===== config.mk =====
export PLATFORM = sky130hd
export DESIGN_NAME = ascii_frame_scanner
export DESIGN_NICKNAME = d
export VERILOG_FILES = /design/src/rtl/afs_pkg.sv /design/src/rtl/ascii_frame_scanner.sv
export VERILOG_INCLUDE_DIRS = /design/src /design/src/rtl
export SDC_FILE = /design/constraint.sdc
export NUM_CORES = 1
export LEC_CHECK = 0
export BUFFER_PORTS_ARGS = -buffer_cell sky130_fd_sc_hd__buf_2
export CORE_MARGIN = 2
export CORE_UTILIZATION = 37
export CTS_BUF_LIST = sky130_fd_sc_hd__clkbuf_2 sky130_fd_sc_hd__clkbuf_4 sky130_fd_sc_hd__clkbuf_8
export CTS_CLUSTER_SIZE = 24
export DETAILED_ROUTE_END_ITERATION = 10
export PLACE_DENSITY_LB_ADDON = 0.15
export SLEW_MARGIN = 30
export SYNTH_ARGS = -nofsm -noshare
export SYNTH_HDL_FRONTEND = slang
export SYNTH_SLANG_ARGS = --single-unit

===== constraint.sdc =====
create_clock -name clock -period 3.3 [get_ports clock]
set_input_delay 0.495 -clock clock [delete_from_list [all_inputs] [get_ports clock]]
set_output_delay 0.495 -clock clock [all_outputs]
set_load 0.01 [all_outputs]

===== src/rtl/ascii_frame_scanner_defines.svh =====
// Assertion macros for the ASCII frame scanner.
// Taken in by ascii_frame_scanner.sv, which carries the concurrent assertions; no dependencies.
`ifndef ASCII_FRAME_SCANNER_DEFINES_SVH
`define ASCII_FRAME_SCANNER_DEFINES_SVH

// Same-cycle implication, sampled on the rising clock edge, quiet during reset.
`define AFS_ASSERT_NOW(label, clk, rst, ante, cons) \
   label: assert property (@(posedge clk) disable iff (rst) (ante) |-> (cons)) \
      else $error("ascii_frame_scanner: same-cycle check failed");

// Next-cycle implication, sampled on the rising clock edge, quiet during reset.
`define AFS_ASSERT_NEXT(label, clk, rst, ante, cons) \
   label: assert property (@(posedge clk) disable iff (rst) (ante) |=> (cons)) \
      else $error("ascii_frame_scanner: next-cycle check failed");

`endif


===== src/rtl/afs_pkg.sv =====
// Package of the ASCII frame scanner: character codes, end markers, state type, hex test.
// No dependencies; used by ascii_frame_scanner.sv.
`default_nettype none

package afs_pkg;

   localparam logic [7:0] CH_COLON = 8'h3A;
   localparam logic [7:0] CH_CR    = 8'h0D;
   localparam logic [7:0] CH_LF    = 8'h0A;

   // End markers accepted in the open frame.
   localparam logic [1:0] EM_NONE = 2'd0;
   localparam logic [1:0] EM_CR   = 2'd1;

   typedef enum logic {
      ST_SCAN,
      ST_EMIT
   } state_type;

   function automatic logic is_hex(input logic [7:0] c);
      is_hex = ((c >= 8'h30) && (c <= 8'h39)) ||
               ((c >= 8'h41) && (c <= 8'h46)) ||
               ((c >= 8'h61) && (c <= 8'h66));
   endfunction

endpackage

`default_nettype wire


===== src/rtl/ascii_frame_scanner.sv =====
// Top level of the ASCII frame scanner: scan logic, frame store and read-out.
// Depends on afs_pkg.sv and ascii_frame_scanner_defines.svh.
`default_nettype none
`include "ascii_frame_scanner_defines.svh"

// The scanner takes one received byte per item on the req_ channel and looks
// for frames of the form colon, hex digits, CR, LF. A colon opens a new frame
// unless the store is full or a datagram tail is being ignored; any other byte
// that breaks the grammar abandons the frame and is dropped. Bytes of the open
// frame are written to a frame store of FRAME_DEPTH entries. While scanning, a
// byte is taken every cycle. When the closing LF is taken, req_tready falls and
// the stored frame is read back through the store's single read port, one byte
// per cycle unless the rsp_ side stalls, and offered on the rsp_ channel with
// rsp_tlast on the LF; req_tready rises again in the cycle after the last read
// is issued. A byte arriving while the store already holds FRAME_DEPTH bytes
// abandons the frame, and the rest of its datagram (up to and including the
// byte with req_tlast set) is then ignored. The store needs no clearing after
// reset: only entries of the current frame are ever read.
module ascii_frame_scanner #(
   parameter int FRAME_DEPTH = 64
) (
   input  wire        clock,
   input  wire        reset,
   // Received bytes.
   input  wire        req_tvalid,
   output logic       req_tready,
   input  wire  [7:0] req_tdata,   // [7:0] rx_byte
   input  wire        req_tlast,   // datagram_end
   // Completed frames, one character per item.
   output logic       rsp_tvalid,
   input  wire        rsp_tready,
   output logic [7:0] rsp_tdata,   // [7:0] frame_char
   output logic       rsp_tlast    // frame_last
);

   localparam int CNT_W  = $clog2(FRAME_DEPTH + 1);
   localparam int ADDR_W = (FRAME_DEPTH > 1) ? $clog2(FRAME_DEPTH) : 1;
   localparam logic [CNT_W-1:0] DEPTH_CNT = CNT_W'(FRAME_DEPTH);

   // Scan state.
   afs_pkg::state_type state_ff, state_in;
   logic [CNT_W-1:0]   frame_count_ff, frame_count_in;
   logic               in_frame_ff, in_frame_in;
   logic [1:0]         end_markers_ff, end_markers_in;
   logic               drop_rest_ff, drop_rest_in;

   // Read-out control.
   logic [CNT_W-1:0]   emit_len_ff, emit_len_in;
   logic [CNT_W-1:0]   rd_idx_ff, rd_idx_in;
   logic               rd_pend_ff, rd_pend_in;
   logic [7:0]         rd_data_ff;
   logic               rd_last_ff, rd_last_in;

   // Output register.
   logic               out_valid_ff, out_valid_in;
   logic [7:0]         out_data_ff, out_data_in;
   logic               out_last_ff, out_last_in;

   // Frame store.
   logic [7:0]         frame_store_ff [FRAME_DEPTH];
   logic               mem_we;
   logic [ADDR_W-1:0]  mem_waddr;
   logic               rd_issue;
   logic               rd_move;
   logic               start_emit;
   logic               emit_active;
   logic               req_take;

   assign req_take = req_tvalid && req_tready;

   // -----------------------------------------------------------------------
   // Scan logic: decides, for each byte taken, whether it is stored, whether
   // it closes the frame and what becomes of the scan state.
   // -----------------------------------------------------------------------
   always_comb begin
      frame_count_in = frame_count_ff;
      in_frame_in    = in_frame_ff;
      end_markers_in = end_markers_ff;
      drop_rest_in   = drop_rest_ff;
      mem_we         = 1'b0;
      mem_waddr      = frame_count_ff[ADDR_W-1:0];
      start_emit     = 1'b0;
      emit_len_in    = emit_len_ff;

      if (req_take) begin
         if (drop_rest_ff) begin
            // Ignoring the tail of a datagram that overflowed the store.
            if (req_tlast) begin
               drop_rest_in = 1'b0;
            end
         end else if (in_frame_ff && (frame_count_ff == DEPTH_CNT)) begin
            // Store full: abandon the frame, even for a colon.
            in_frame_in    = 1'b0;
            end_markers_in = afs_pkg::EM_NONE;
            frame_count_in = '0;
            drop_rest_in   = !req_tlast;
         end else if (req_tdata == afs_pkg::CH_COLON) begin
            // A colon opens a fresh frame and is its first byte.
            mem_we         = 1'b1;
            mem_waddr      = '0;
            in_frame_in    = 1'b1;
            end_markers_in = afs_pkg::EM_NONE;
            frame_count_in = CNT_W'(1);
         end else if (in_frame_ff && (req_tdata == afs_pkg::CH_CR) &&
                      (end_markers_ff == afs_pkg::EM_NONE)) begin
            mem_we         = 1'b1;
            end_markers_in = afs_pkg::EM_CR;
            frame_count_in = CNT_W'(frame_count_ff + 1'b1);
         end else if (in_frame_ff && (req_tdata == afs_pkg::CH_LF) &&
                      (end_markers_ff == afs_pkg::EM_CR)) begin
            // Closing LF: store it, hand the frame length to the read-out
            // and leave the scanner ready for the next frame.
            mem_we         = 1'b1;
            start_emit     = 1'b1;
            emit_len_in    = CNT_W'(frame_count_ff + 1'b1);
            in_frame_in    = 1'b0;
            end_markers_in = afs_pkg::EM_NONE;
            frame_count_in = '0;
         end else if (in_frame_ff && afs_pkg::is_hex(req_tdata) &&
                      (end_markers_ff == afs_pkg::EM_NONE)) begin
            mem_we         = 1'b1;
            frame_count_in = CNT_W'(frame_count_ff + 1'b1);
         end else begin
            // Grammar break: the byte is dropped and the frame abandoned.
            in_frame_in    = 1'b0;
            end_markers_in = afs_pkg::EM_NONE;
            frame_count_in = '0;
         end
      end
   end

   // -----------------------------------------------------------------------
   // State machine: next state.
   // -----------------------------------------------------------------------
   always_comb begin
      state_in = state_ff;
      unique case (state_ff)
         afs_pkg::ST_SCAN: begin
            if (start_emit) begin
               state_in = afs_pkg::ST_EMIT;
            end
         end
         afs_pkg::ST_EMIT: begin
            if (rd_issue && rd_last_in) begin
               state_in = afs_pkg::ST_SCAN;
            end
         end
         default: state_in = afs_pkg::ST_SCAN;
      endcase
   end

   // State machine: outputs. Input is held off while the store is read out,
   // so a write and a read of the store never fall in the same cycle.
   always_comb begin
      req_tready  = 1'b0;
      emit_active = 1'b0;
      unique case (state_ff)
         afs_pkg::ST_SCAN: req_tready  = 1'b1;
         afs_pkg::ST_EMIT: emit_active = 1'b1;
         default: begin
            req_tready  = 1'b0;
            emit_active = 1'b0;
         end
      endcase
   end

   // -----------------------------------------------------------------------
   // Read-out pipeline: store read register, then output register. The read
   // register holds its byte in an output stall; a new read is issued only
   // as that byte moves on, so one byte a cycle flows when not stalled.
   // -----------------------------------------------------------------------
   assign rd_move  = rd_pend_ff && (!out_valid_ff || rsp_tready);
   assign rd_issue = emit_active && (!rd_pend_ff || rd_move);

   always_comb begin
      rd_last_in = (rd_idx_ff == CNT_W'(emit_len_ff - 1'b1));
      rd_pend_in = rd_issue || (rd_pend_ff && !rd_move);
      rd_idx_in  = rd_idx_ff;
      if (start_emit) begin
         rd_idx_in = '0;
      end else if (rd_issue) begin
         rd_idx_in = CNT_W'(rd_idx_ff + 1'b1);
      end

      out_valid_in = out_valid_ff;
      out_data_in  = out_data_ff;
      out_last_in  = out_last_ff;
      if (rd_move) begin
         out_valid_in = 1'b1;
         out_data_in  = rd_data_ff;
         out_last_in  = rd_last_ff;
      end else if (rsp_tready) begin
         out_valid_in = 1'b0;
      end
   end

   assign rsp_tvalid = out_valid_ff;
   assign rsp_tdata  = out_data_ff;
   assign rsp_tlast  = out_last_ff;

   // Frame store: one write port, one registered read port.
   always_ff @(posedge clock) begin
      if (mem_we) begin
         frame_store_ff[mem_waddr] <= req_tdata;
      end
      if (rd_issue) begin
         rd_data_ff <= frame_store_ff[rd_idx_ff[ADDR_W-1:0]];
         rd_last_ff <= rd_last_in;
      end
   end

   // Payload registers.
   always_ff @(posedge clock) begin
      out_data_ff <= out_data_in;
      out_last_ff <= out_last_in;
      emit_len_ff <= emit_len_in;
      rd_idx_ff   <= rd_idx_in;
   end

   // Control registers.
   always_ff @(posedge clock) begin
      if (reset) begin
         state_ff       <= afs_pkg::ST_SCAN;
         frame_count_ff <= '0;
         in_frame_ff    <= 1'b0;
         end_markers_ff <= afs_pkg::EM_NONE;
         drop_rest_ff   <= 1'b0;
         rd_pend_ff     <= 1'b0;
         out_valid_ff   <= 1'b0;
      end else begin
         state_ff       <= state_in;
         frame_count_ff <= frame_count_in;
         in_frame_ff    <= in_frame_in;
         end_markers_ff <= end_markers_in;
         drop_rest_ff   <= drop_rest_in;
         rd_pend_ff     <= rd_pend_in;
         out_valid_ff   <= out_valid_in;
      end
   end

   // -----------------------------------------------------------------------
   // Assertions.
   // -----------------------------------------------------------------------
   `AFS_ASSERT_NOW(a_count_in_range, clock, reset, 1'b1, frame_count_ff <= DEPTH_CNT)
   `AFS_ASSERT_NOW(a_idle_scan_clear, clock, reset, !in_frame_ff,
                   (frame_count_ff == '0) && (end_markers_ff == afs_pkg::EM_NONE))
   `AFS_ASSERT_NOW(a_no_write_in_emit, clock, reset, mem_we, !emit_active && !rd_issue)
   `AFS_ASSERT_NEXT(a_stalled_read_held, clock, reset,
                    rd_pend_ff && out_valid_ff && !rsp_tready,
                    rd_pend_ff && $stable(rd_data_ff))

endmodule

`default_nettype wire

==> Word-level counts from Yosys, hierarchy flattened <==
Memory sizes are Yosys's and may differ from the RTL's. A register that Yosys moved wholly into a read port is not among the register bits.
Index checks and enable logic that the tools add are counted.
{ "classes": {"add_sub_neg": 3, "magnitude_cmp": 6, "eq_ne": 9, "muxes": 44, "bitwise_logic": 5, "n_reduce_logical": 30} }
{ "ops": {"columns": ["operator", "count"], "rows": [
  ["$mux 7", 5],
  ["$mux 1", 29],
  ["$mux 6", 4],
  ["$eq 8x4->1 const B", 2],
  ["$ge 8x7->1 const B", 2],
  ["$le 8x7->1 const B", 2],
  ["$logic_and 1x1->1", 15],
  ["$add 7x1->7 const B", 2],
  ["$mux 2", 5],
  ["$eq 8x6->1 const B", 1],
  ["$ge 8x6->1 const B", 1],
  ["$le 8x6->1 const B", 1],
  ["$eq 7x7->1", 1],
  ["$eq 7x7->1 const B", 1],
  ["$sub 7x1->7 const B", 1],
  ["$reduce_and 6->1", 1],
  ["$logic_or 1x1->1", 5],
  ["$ne 5x5->1 const B", 1],
  ["$not 1->1", 5],
  ["$logic_not 1->1", 4],
  ["$ne 4x4->1 const B", 1],
  ["$reduce_and 4->1", 1],
  ["$ne 3x3->1 const B", 1],
  ["$reduce_and 3->1", 1],
  ["other kinds (5)", 5]
]} }
{ "word_totals": {"ff_bits": 38, "ram_bits": 512, "input_bits": 13, "out_inout_bits": 11, "word_cells": 110, "mem_count": 1} }
{ "memory_table": {"columns": ["memory", "words", "width", "rd", "rd_clocked_by_memory_dff", "write_ports", "line_no", "text"], "rows": [
  ["frame_store_ff", 64, 8, 1, 1, 1, "ascii_frame_scanner.sv:60", "logic [7:0] frame_store_ff [FRAME_DEPTH];"]
]} }

==> Logic depth before layout (Yosys ltp) <==
Gate-level depths: netlist of run 1.
{ "logic_depth": {"word_depth": 15, "mapped_depth": 9, "mapped_depth_nobuf": 7} }

==> Worst setup path after synthesis of run 1 <==
No wires, ideal clock.
{ "synth_path": {"path_kind": "input port to flip-flop", "start": "input port req_tdata[6]", "end": "memory frame_store_ff[2][0], enable pin", "setup_time_ps": 398, "arrival_ps": 2579, "required_ps": 2902, "path_slack_ps": 323, "path_stages": 6, "path_buffers": 1, "path_cell_list": "or3_1 > nand4bb_1 > a21oi_1 > buf_4 > nor2_2 > nor4b_1"} }
{ "synth_between": {"elab_chain_len": 15, "word_cells_on_any_way": 33, "cone_classes": "order compare: 6; eq/ne: 3; mux: 13; reduce/logical: 11"} }
{ "synth_rtl": {"columns": ["element", "line_no", "text"], "rows": [
  ["from (decl)", "ascii_frame_scanner.sv:27", "input wire [7:0] req_tdata,"],
  ["$ge 8x6->1, or another cell as far along", "afs_pkg.sv:21", "is_hex = ((c >= 8'h30) && (c <= 8'h39)) ||"],
  ["$logic_and 1x1->1, on equally long branches", "afs_pkg.sv:21, afs_pkg.sv:22", null],
  ["$logic_or 1x1->1", "afs_pkg.sv:21", null],
  ["$logic_or 1x1->1", "afs_pkg.sv:22", "((c >= 8'h41) && (c <= 8'h46)) ||"],
  ["$logic_and 1x1->1 (2 in series)", "ascii_frame_scanner.sv:119", "end else if (in_frame_ff && afs_pkg::is_hex(req_tdata) &&"],
  ["$mux 1", "ascii_frame_scanner.sv:119", null],
  ["$mux 1", "ascii_frame_scanner.sv:109", "end else if (in_frame_ff && (req_tdata == afs_pkg::CH_LF) &&"],
  ["$mux 1", "ascii_frame_scanner.sv:104", "end else if (in_frame_ff && (req_tdata == afs_pkg::CH_CR) &&"],
  ["$mux 1", "ascii_frame_scanner.sv:97", "end else if (req_tdata == afs_pkg::CH_COLON) begin"],
  ["$mux 1", "ascii_frame_scanner.sv:91", "end else if (in_frame_ff && (frame_count_ff == DEPTH_CNT)) begin"],
  ["$mux 1", "ascii_frame_scanner.sv:86", "if (drop_rest_ff) begin"],
  ["$mux 1", "ascii_frame_scanner.sv:85", "if (req_take) begin"],
  ["$mux 1", "ascii_frame_scanner.sv:203", "if (mem_we) begin"],
  ["$mux 1 (implied by the code)", "ascii_frame_scanner.sv:204", "frame_store_ff[mem_waddr] <= req_tdata;"],
  ["to (decl)", "ascii_frame_scanner.sv:60", null]
]} }
Several ways; a longest one is shown, not always the timed one.

==> Final worst setup path of run 1 <==
{ "layout_path": {"start": "register frame_count_ff[1]", "end": "memory frame_store_ff[5][0], enable pin"} }
{ "layout_between": {"elab_chain_len": 7, "word_cells_on_any_way": 11, "cone_classes": "eq/ne: 1; mux: 9; reduce/logical: 1"} }
{ "layout_rtl": {"columns": ["element", "line_no", "text"], "rows": [
  ["from (decl)", "ascii_frame_scanner.sv:42", "logic [CNT_W-1:0] frame_count_ff, frame_count_in;"],
  ["from (signal assigned)", "ascii_frame_scanner.sv:232", "frame_count_ff <= frame_count_in;"],
  ["$eq 7x7->1", "ascii_frame_scanner.sv:91", null],
  ["$logic_and 1x1->1", "ascii_frame_scanner.sv:91", null],
  ["$mux 1", "ascii_frame_scanner.sv:91", null],
  ["$mux 1", "ascii_frame_scanner.sv:86", null],
  ["$mux 1", "ascii_frame_scanner.sv:85", null],
  ["$mux 1", "ascii_frame_scanner.sv:203", null],
  ["$mux 1 (implied by the code)", "ascii_frame_scanner.sv:204", null]
]} }
Several ways; a longest one is shown, not always the timed one.

==> results.yml, run 1 <==
run_status:
  status: "finished, final reports clean"
worst_setup_path:
  cp-start-kind: "flop"
  worstPathMaxFanout: 8
  max_stage_delay_ps: 700
  path_cells: "inv_1, ha_1, and4b_1, a21oi_1, nand4b_1, o21bai_1, buf_4, nor2_1"
  crit_buf_inv: 2
  path_class: "reg -> reg"
  cp-end-kind: "flop"
  critPathTopFamily: "simple AND/OR/NAND/NOR gates"
  required_ps: 3580
  cp_slowest_cell: "nor2_1"
  arrival_ps: 3220
floorplan:
  die_w_um: 248.5
  die-area_sq_mm: 0.06173
  start_util: 0.3746
  fp.dieH_um: 248.5
  pin_count: 24
  core_area_sq_mm: 0.05902
  placementRows: 89
clock_tree:
  cts_setup_buffers: 0
  clk_path_buf_depth: 3
  cts_sinks: 557
  htree_num_levels: 3
  numCtsBuffers: 94
  cts_tree: "yes"
  clock_latency_ps: 680
  clock-root-buffer: "clkbuf_8"
  clk_pin_slew_ps: 60
sta:
  fmax_mhz: 340.0
  finalSetupTns_ps: 0
  timing.final.crit_share: 0.8913
  setup_viol: 0
  final_max_slew_viol_count: 0
  final_hold_viol_count: 0
  min_period_ps: 2941
  worstMarginPinSlew_ps: 902.4
  finClkSkew_ps: 27.29
  worst_slew_margin_rel: 0.3962
  rsz0062_at_grt: "no"
detailed_routing:
  ant_nets: 0
  drt_pass1_iterations: 5
  wl_per_cell_um: 27.14
  vias: 11720
  wirelength_um: 59710
  viasPerCell: 5.326
  drcViolationCount: 0
  drtIter0Drc: 1001
synthesis:
  netlist_area_sq_mm: 0.02211
  ys.flop_type: "edfxtp_1"
  ys_seq_elements: 557
  ys_warn_count: 0
  syn_avg_cell_area_sq_um: 19.18
  synth_edf_count: 537
  ys_types: 61
  yosysSeqAreaShare: 0.7474
  synth_nets: 1170
  async_flop_share: 0
  synthCells: 1153
placement:
  io_buffers: 23
  place.gp.congestion: 0.7998
  place_hpwl_um: 39440
  place_inst: 2028
pwr:
  p_per_area_mw_per_mm2: 553.8
  p_leak_nw: 8.402
  vdd.ir_drop.worst_mv: 0.2796
global_routing:
  track_usage: 0.1943
  grt_max_degree: 65
  grt_pass1_vias: 12280
  grt_first_pass_wirelength_um: 86930
  antenna_found_initial: 2
  overflow: 0
final_layout:
  drive_gt1_frac: 0.3343
  fillers: 5205
  final_common_cell: "edfxtp_1"
  finalNonFillerCells: 2200
  n_antenna_cell: 0
  synthToLayoutAreaGrowth_pct: 17.83
  final_cell_mix: "537 x edfxtp_1, 134 x buf_4, 118 x mux4_2, 101 x clkbuf_8, 97 x nor2_1"
  nets: 1369
worst_hold_path:
  hold_path_class: "in -> reg"
job:
  drv_cap: 0
-- area by class of cell --
class                      instances  area (sq um)  area share
sequential                       557         16540      0.6347
multi-input combinational        528          5243      0.2012
clock buffer                     133          1630     0.06257
timing repair buffer             166          1291     0.04956
tap                              773         967.2     0.03712
clock inverter                    38         366.6     0.01407
inverter                           5         18.77   0.0007204
-- synth_stat cells, types with 5 or more instances --
| master | number | area [sq um] |
|---|---|---|
| dfxtp_1 | 20 | 400.4 |
| or2_2 | 11 | 68.82 |
| or3_1 | 13 | 81.33 |
| o211ai_1 | 13 | 97.59 |
| mux2i_1 | 27 | 270.3 |
| mux4_2 | 118 | 2658 |
| xnor2_1 | 6 | 52.55 |
| a31oi_1 | 8 | 50.05 |
| a21oi_1 | 24 | 120.1 |
| o22ai_1 | 20 | 125.1 |
| nor2b_1 | 12 | 75.07 |
| o21ai_0 | 8 | 40.04 |
| buf_4 | 14 | 105.1 |
| nand2_1 | 30 | 112.6 |
| nor3_1 | 21 | 105.1 |
| clkbuf_1 | 21 | 78.83 |
| a22oi_1 | 13 | 97.59 |
| nand2b_1 | 7 | 43.79 |
| a211oi_1 | 7 | 52.55 |
| nand3_1 | 10 | 50.05 |
| nor2_1 | 97 | 364.1 |
| buf_1 | 5 | 18.77 |
| edfxtp_1 | 537 | 16130 |
| buf_2 | 19 | 95.09 |
| inv_1 | 5 | 18.77 |
| xor2_1 | 10 | 87.58 |
-- worst register-to-register path, cell delays in order (launching register included) --
cell and delay (ps):
dfxtp_1 470, inv_1 140, ha_1 190, and4b_1 210
a21oi_1 220, nand4b_1 210, o21bai_1 220, buf_4 180
nor2_1 710
-- power by group --
group / switching (mW) / internal (mW) / leakage [nW]
Combinational: 0.149 / 0.0290 / 2.36
Clock: 2.78 / 3.73 / 1.05
Sequential: 0.0000647 / 7.74 / 5.00
Total: 2.93 / 11.5 / 8.40
-- kinds of logic after synthesis --
group	count (synthesis)	share of synthesized area
buffers and inverters	68	0.01635
DFF	557	0.7474
and+or+nand+nor	231	0.05285
AOI/OAI and AO/OA	128	0.04035
adders and majority gates	4	0.002264
muxes	149	0.1344
xor gates and xnor gates	16	0.006338
-- registers in the layout, indices dropped and copies added, names as in the netlist --
signal,flops
frame_store_ff,512
end_markers_ff,1
rd_idx_ff,7
rd_data_ff,8
rsp_tlast,1
emit_len_ff,7
rsp_tvalid,1
frame_count_ff,7
in_frame_ff,1
state_ff,1
drop_rest_ff,1
rsp_tdata,8
rd_last_ff,1
rd_pend_ff,1
-- stage by stage --
stage	utilization	power [mW]	worst slack, ps	hold WS [ps]	cell area, sq um
after floorplan	-	7.911	323.3	400.3	22110
after detailed placement	0.4074	8.066	366.8	404.5	24050
after CTS	0.4414	14.58	396.4	116.2	26050
final	0.4414	14.43	358.6	160.9	26050
after global routing	0.4414	14.86	175.7	118.6	26050
after global placement	0.4074	8.063	375.9	404.1	24050
-- what timing repair did --
| item | 4_1_cts | 5_1_grt |
|---|---|---|
| hold endpoints to repair | 1 | 0 |
| gates resized for setup | 0 | 0 |
| hold buffers | 1 | 0 |
-- final timing paths --
kind | to | startpoint | depth (start not counted) | slack [ps]
worst min register to register | rsp_tdata[1] | rd_data_ff[1] | 0 | 420
worst max-delay path | frame_store_ff[5][0] | frame_count_ff[1] | 8 | 360
worst max register to register | frame_store_ff[5][0] | frame_count_ff[1] | 8 | 360
worst min-delay path | frame_store_ff[50][5] | req_tdata[5] | 1 | 160
-- metal layers --
layer | up-vias | track usage | share of wire
li1 | 5135 | - | -
met1 | 6129 | 0.2739 | 0.45
met5 | - | 0 | 0
met3 | 92 | 0.04020 | 0.053
met4 | 0 | 0.05218 | 0.022
met2 | 362 | 0.3074 | 0.47
Note: power is estimated with default switching activity, not from simulation.
==> run 2: changes to the inputs <==
--- a/config.mk
+++ b/config.mk
@@ -8,12 +8,14 @@
 export LEC_CHECK = 0
 export BUFFER_PORTS_ARGS = -buffer_cell sky130_fd_sc_hd__buf_2
 export CORE_MARGIN = 2
-export CORE_UTILIZATION = 37
+export CORE_UTILIZATION = 33
 export CTS_BUF_LIST = sky130_fd_sc_hd__clkbuf_2 sky130_fd_sc_hd__clkbuf_4 sky130_fd_sc_hd__clkbuf_8
 export CTS_CLUSTER_SIZE = 24
 export DETAILED_ROUTE_END_ITERATION = 10
+export GPL_TIMING_DRIVEN = 0
 export PLACE_DENSITY_LB_ADDON = 0.15
 export SLEW_MARGIN = 30
 export SYNTH_ARGS = -nofsm -noshare
 export SYNTH_HDL_FRONTEND = slang
 export SYNTH_SLANG_ARGS = --single-unit
+export TNS_END_PERCENT = 20
==> run 2 against run 1 <==
Net effect: the flow now finishes with violations (negative setup slack); largest power group unchanged; count of clock-buffer cells in the layout grew 1; power is essentially flat; non-clock buffer count shrank 52; design area is 0.23% lower.
==> results.yml, run 2 (synthesis results as in run 1) <==
run_status:
  status: "finished with violations"
  violations: "negative setup slack"
sta:
  final_hold_viol_count: 0
  setup_viol: 1
  fin_ws_ps: -27.98
  fmax_mhz: 300.5
  worstMarginPinSlew_ps: 952.0
  worst_slew_margin_rel: 0.3653
  min_period_ps: 3328
  timing.final.crit_share: 1.008
  finClkSkew_ps: 27.50
  rsz0062_at_grt: "yes"
  final_max_slew_viol_count: 0
worst_setup_path:
  required_ps: 3850
  r2r_cells: 6
  path_class: "reg -> reg"
  cp-start-kind: "flop"
  path_cells: "buf_2, nor2b_1, clkbuf_1, a22oi_1, a211oi_1, or3_1"
  arrival_ps: 3880
  cp-end-kind: "flop"
  cp_slowest_cell: "clkbuf_1"
  max_stage_delay_ps: 720
  crit_buf_inv: 2
  worstPathMaxFanout: 10
  critPathTopFamily: "buffers and inverters"
  path_depth: 6
floorplan:
  pin_count: 24
  placementRows: 94
  core_area_sq_mm: 0.06610
  die_w_um: 262.9
  fp.dieH_um: 262.9
  die-area_sq_mm: 0.06909
  start_util: 0.3345
pwr:
  total_power_mw: 14.42
  p_leak_nw: 8.038
  vdd.ir_drop.worst_mv: 0.2829
  p_per_area_mw_per_mm2: 554.8
final_layout:
  synthToLayoutAreaGrowth_pct: 17.56
  fillers: 6071
  largest-register: "frame_store_ff"
  drive_gt1_frac: 0.3370
  area.sequential_sq_mm: 0.01653
  finalNonFillerCells: 2244
  n_antenna_cell: 0
  nets: 1319
  multi_input_area_sq_mm: 0.005663
  largest_reg_flops: 512
  final_common_cell: "edfxtp_1"
  final_cell_mix: "537 x edfxtp_1, 118 x mux4_2, 107 x clkbuf_8, 45 x nor2_1, 39 x buf_4"
clock_tree:
  htree_num_levels: 3
  cts_tree: "yes"
  clock_latency_ps: 700
  clk_pin_slew_ps: 60
  numCtsBuffers: 96
  clock-root-buffer: "clkbuf_8"
  cts_sinks: 557
  clk_path_buf_depth: 3
detailed_routing:
  drtIter0Drc: 1150
  viasPerCell: 5.342
  vias: 11990
  drcViolationCount: 0
  wirelength_um: 64560
  ant_nets: 0
  drt_pass1_iterations: 5
  wl_per_cell_um: 28.77
placement:
  place_hpwl_um: 40680
  io_buffers: 23
  place_inst: 2057
  place.gp.congestion: 0.8175
global_routing:
  antenna_found_initial: 1
  overflow: 0
  grt_pass1_vias: 12220
  grt_max_degree: 70
  track_usage: 0.1876
  grt_first_pass_wirelength_um: 91680
worst_hold_path:
  hold_depth: 4
  hold_path_class: "in -> reg"
job:
  drv_cap: 0
[run 2: changes by cell type in the layout (fill, tap and decap cells not counted), sizes merged]
cell	change
bufinv	-2
clkinvlp	-4
buf	-76
dlygate4sd3	+2
clkbuf	+23
clkinv	+9
inv	+1
[run 2: layout make-up]
cell class	count	share of cell area
plain buffers	63	0.01401
well taps	864	0.04159
inverters	5	0.0007220
repair buffers	51	0.01319
multi-input cells	528	0.2179
clock inverters	42	0.01242
flip-flops and latches	557	0.6358
clock buffers	134	0.06445
[run 2: layer usage]
metal	vias to the layer above	GRT usage	share of wire	wire (um)
met5	-	0	0	0
met4	0	0.06178	0.030	1955
met3	117	0.03683	0.054	3469
met2	393	0.3027	0.48	31000
met1	6427	0.2556	0.44	28130
li1	5050	-	-	-
[run 2: metrics by stage]
step	area, sq um	hold slack (ps)	worst slack (ps)	TNS (ps)	utilization
4_1_cts	25770	130.7	-266.1	-21410	0.3899
5_1_grt	25990	160.9	-117.3	-2656	0.3933
6_report	25990	192.2	-27.98	-27.98	0.3933
2_1_floorplan	22110	400.3	323.3	0	-
3_3_place_gp	23310	404.1	-1933	-607020	0.3526
3_5_place_dp	23550	408.4	-1228	-249770	0.3563
[run 2: worst min-delay path: stages]
cell and delay (ps):
buf_2 70, nor2b_1 100, nor2_1 110, nor2_1 50
[run 2: path summary, 6_finish.rpt]
check                from             to  slack, ps
min            rsp_tready     rsp_tvalid        190
max          rd_idx_ff[3]  rd_data_ff[3]        -30
max reg2reg  rd_idx_ff[3]  rd_data_ff[3]        -30
min reg2reg    rd_last_ff      rsp_tlast        420
[run 2: report_power, final]
group | total, mW | switching (mW) | internal (mW)
logic | 0.154 | 0.134 | 0.0202
clock network | 6.53 | 2.86 | 3.67
registers | 7.74 | 0.0000800 | 7.74
[run 2: timing repair]
item,4_1_cts,5_1_grt
gates cloned,0,0
setup buffers,3,4
pin swaps,0,3
endpoints found under the setup margin,359,312
hold endpoints to repair,3,0
resized for setup,56,34
hold buffers,3,0
==> run 3: changes to the inputs <==
--- a/config.mk
+++ b/config.mk
@@ -8,11 +8,10 @@
 export LEC_CHECK = 0
 export BUFFER_PORTS_ARGS = -buffer_cell sky130_fd_sc_hd__buf_2
 export CORE_MARGIN = 2
-export CORE_UTILIZATION = 33
+export CORE_UTILIZATION = 63
 export CTS_BUF_LIST = sky130_fd_sc_hd__clkbuf_2 sky130_fd_sc_hd__clkbuf_4 sky130_fd_sc_hd__clkbuf_8
 export CTS_CLUSTER_SIZE = 24
 export DETAILED_ROUTE_END_ITERATION = 10
-export GPL_TIMING_DRIVEN = 0
 export PLACE_DENSITY_LB_ADDON = 0.15
 export SLEW_MARGIN = 30
 export SYNTH_ARGS = -nofsm -noshare
==> run 3 against run 2 <==
Net effect: the flow now finishes without violations; power is 6.7% lower; sequential share of layout area up 2.1 points; critical path depth up 2; core utilization grew 34 points; sequential power is essentially flat; via count shrank 1.4%; design area decreased by 3.1%; die area decreased by 47%; combinational power grew 6%; clock skew rose by 5.7 ps; largest cell class unchanged.
==> results.yml, run 3 (synthesis results as in run 1) <==
clock_tree:
  clock_latency_ps: 640
  clk_pin_slew_ps: 70
  cts_tree: "yes"
  clock-root-buffer: "clkbuf_8"
  cts_resized: 0
  cts_setup_buffers: 0
  numCtsBuffers: 85
  cts_sinks: 557
  clk_path_buf_depth: 3
  htree_num_levels: 3
  hold_buffers: 0
detailed_routing:
  wirelength_um: 51980
  vias: 11820
  ant_nets: 0
  viasPerCell: 6.395
  drcViolationCount: 0
  wl_per_cell_um: 28.13
  drt_pass1_iterations: 5
  drtIter0Drc: 1332
floorplan:
  core_area_sq_mm: 0.03454
  die-area_sq_mm: 0.03661
  fp.dieH_um: 191.3
  die_w_um: 191.3
  pin_count: 24
  placementRows: 68
  start_util: 0.6401
placement:
  place_hpwl_um: 34140
  io_buffers: 23
  place.gp.congestion: 0.9660
sta:
  min_period_ps: 3035
  setup_viol: 0
  worstMarginPinSlew_ps: 1041
  final_hold_viol_count: 0
  finalSetupTns_ps: 0
  worst_slew_margin_rel: 0.3048
  final_max_slew_viol_count: 0
  fmax_mhz: 329.5
  timing.final.crit_share: 0.9196
  finClkSkew_ps: 33.24
  rsz0062_at_grt: "no"
worst_setup_path:
  path_class: "reg -> reg"
  required_ps: 3630
  worstPathMaxFanout: 10
  crit_start: "frame_count_ff[0]"
  arrival_ps: 3370
  r2r-start: "frame_count_ff[0]"
  cp-end-kind: "flop"
  r2r_slack_ps: 270
  cp-start-kind: "flop"
global_routing:
  antenna_found_initial: 0
  grt_pass1_vias: 12210
  track_usage: 0.2995
  grt_max_degree: 65
  overflow: 0
  grt_first_pass_wirelength_um: 77250
worst_hold_path:
  worstHoldStart: "req_tlast"
  hold_path_class: "in -> reg"
final_layout:
  multi_input_area_sq_mm: 0.005249
  nets: 1347
  n_antenna_cell: 0
  final_core_util: 0.7291
  final_cell_mix: "537 x edfxtp_1, 125 x buf_4, 118 x mux4_2, 97 x nor2_1, 89 x clkbuf_8"
  fillers: 2103
  synthToLayoutAreaGrowth_pct: 13.91
  largest_reg_flops: 512
  drive_gt1_frac: 0.3144
  final_common_cell: "edfxtp_1"
  largest-register: "frame_store_ff"
  area.sequential_sq_mm: 0.01654
pwr:
  p_leak_nw: 8.163
  p_per_area_mw_per_mm2: 534.5
  vdd.ir_drop.worst_mv: 0.4139
run_status:
  status: "finished, final reports clean"
job:
  drv_cap: 0
==> run 3: critical path, cell delays in order (launching register included) <==
cell and delay (ps):
dfxtp_1 490, inv_1 170, ha_1 220, and4b_1 210
a21o_1 330, or3_1 430, o21bai_1 460, nor2_1 230
buf_4 200
==> run 3: metrics by stage <==
| stage | power (mW) | area [sq um] | std cells | hold WS [ps] | worst slack [ps] |
|---|---|---|---|---|---|
| global placement | 8.042 | 23520 | 1698 | 405.8 | 313.6 |
| finish | 13.46 | 25190 | 1848 | 52.75 | 265.2 |
| floorplan | 7.911 | 22110 | 1153 | 400.3 | 323.3 |
| detailed placement | 8.048 | 23530 | 1698 | 415.6 | 299.3 |
| global route | 13.84 | 25190 | 1848 | 39.68 | 207.0 |
| CTS | 13.53 | 25190 | 1848 | 16.22 | 291.7 |
==> run 3: layer usage <==
metal  track usage  up-vias  wire [um]  share of wire
li1              -     5081          -              -
met1        0.4034     6032      20220           0.39
met2        0.4865      573      25730           0.50
met3       0.05453      132       3948          0.076
met4        0.1317        0       2086          0.040
met5             0        -          0              0
==> run 3: power breakdown <==
part           switching, mW  total (mW)  leakage (nW)  internal [mW]
clock                   2.51        5.56         0.877           3.05
sequential         0.0000796        7.74          5.00           7.74
combinational          0.137       0.164          2.29         0.0273
==> run 3: layout make-up <==
cell class / instances / share of cell area
clock inverter: 32 / 0.008594
multi-input combinational: 528 / 0.2084
clock buffer: 118 / 0.05728
inverter: 5 / 0.0007452
sequential: 557 / 0.6566
tap: 455 / 0.02260
timing repair buffer: 153 / 0.04580
==> run 3: path summary, 6_finish.rpt <==
path | end | cells after the start
setup / recovery | frame_store_ff[59][2] | 8
hold / removal | drop_rest_ff | 2
setup reg to reg | frame_store_ff[59][2] | 8
hold reg to reg | rsp_tdata[7] | 0
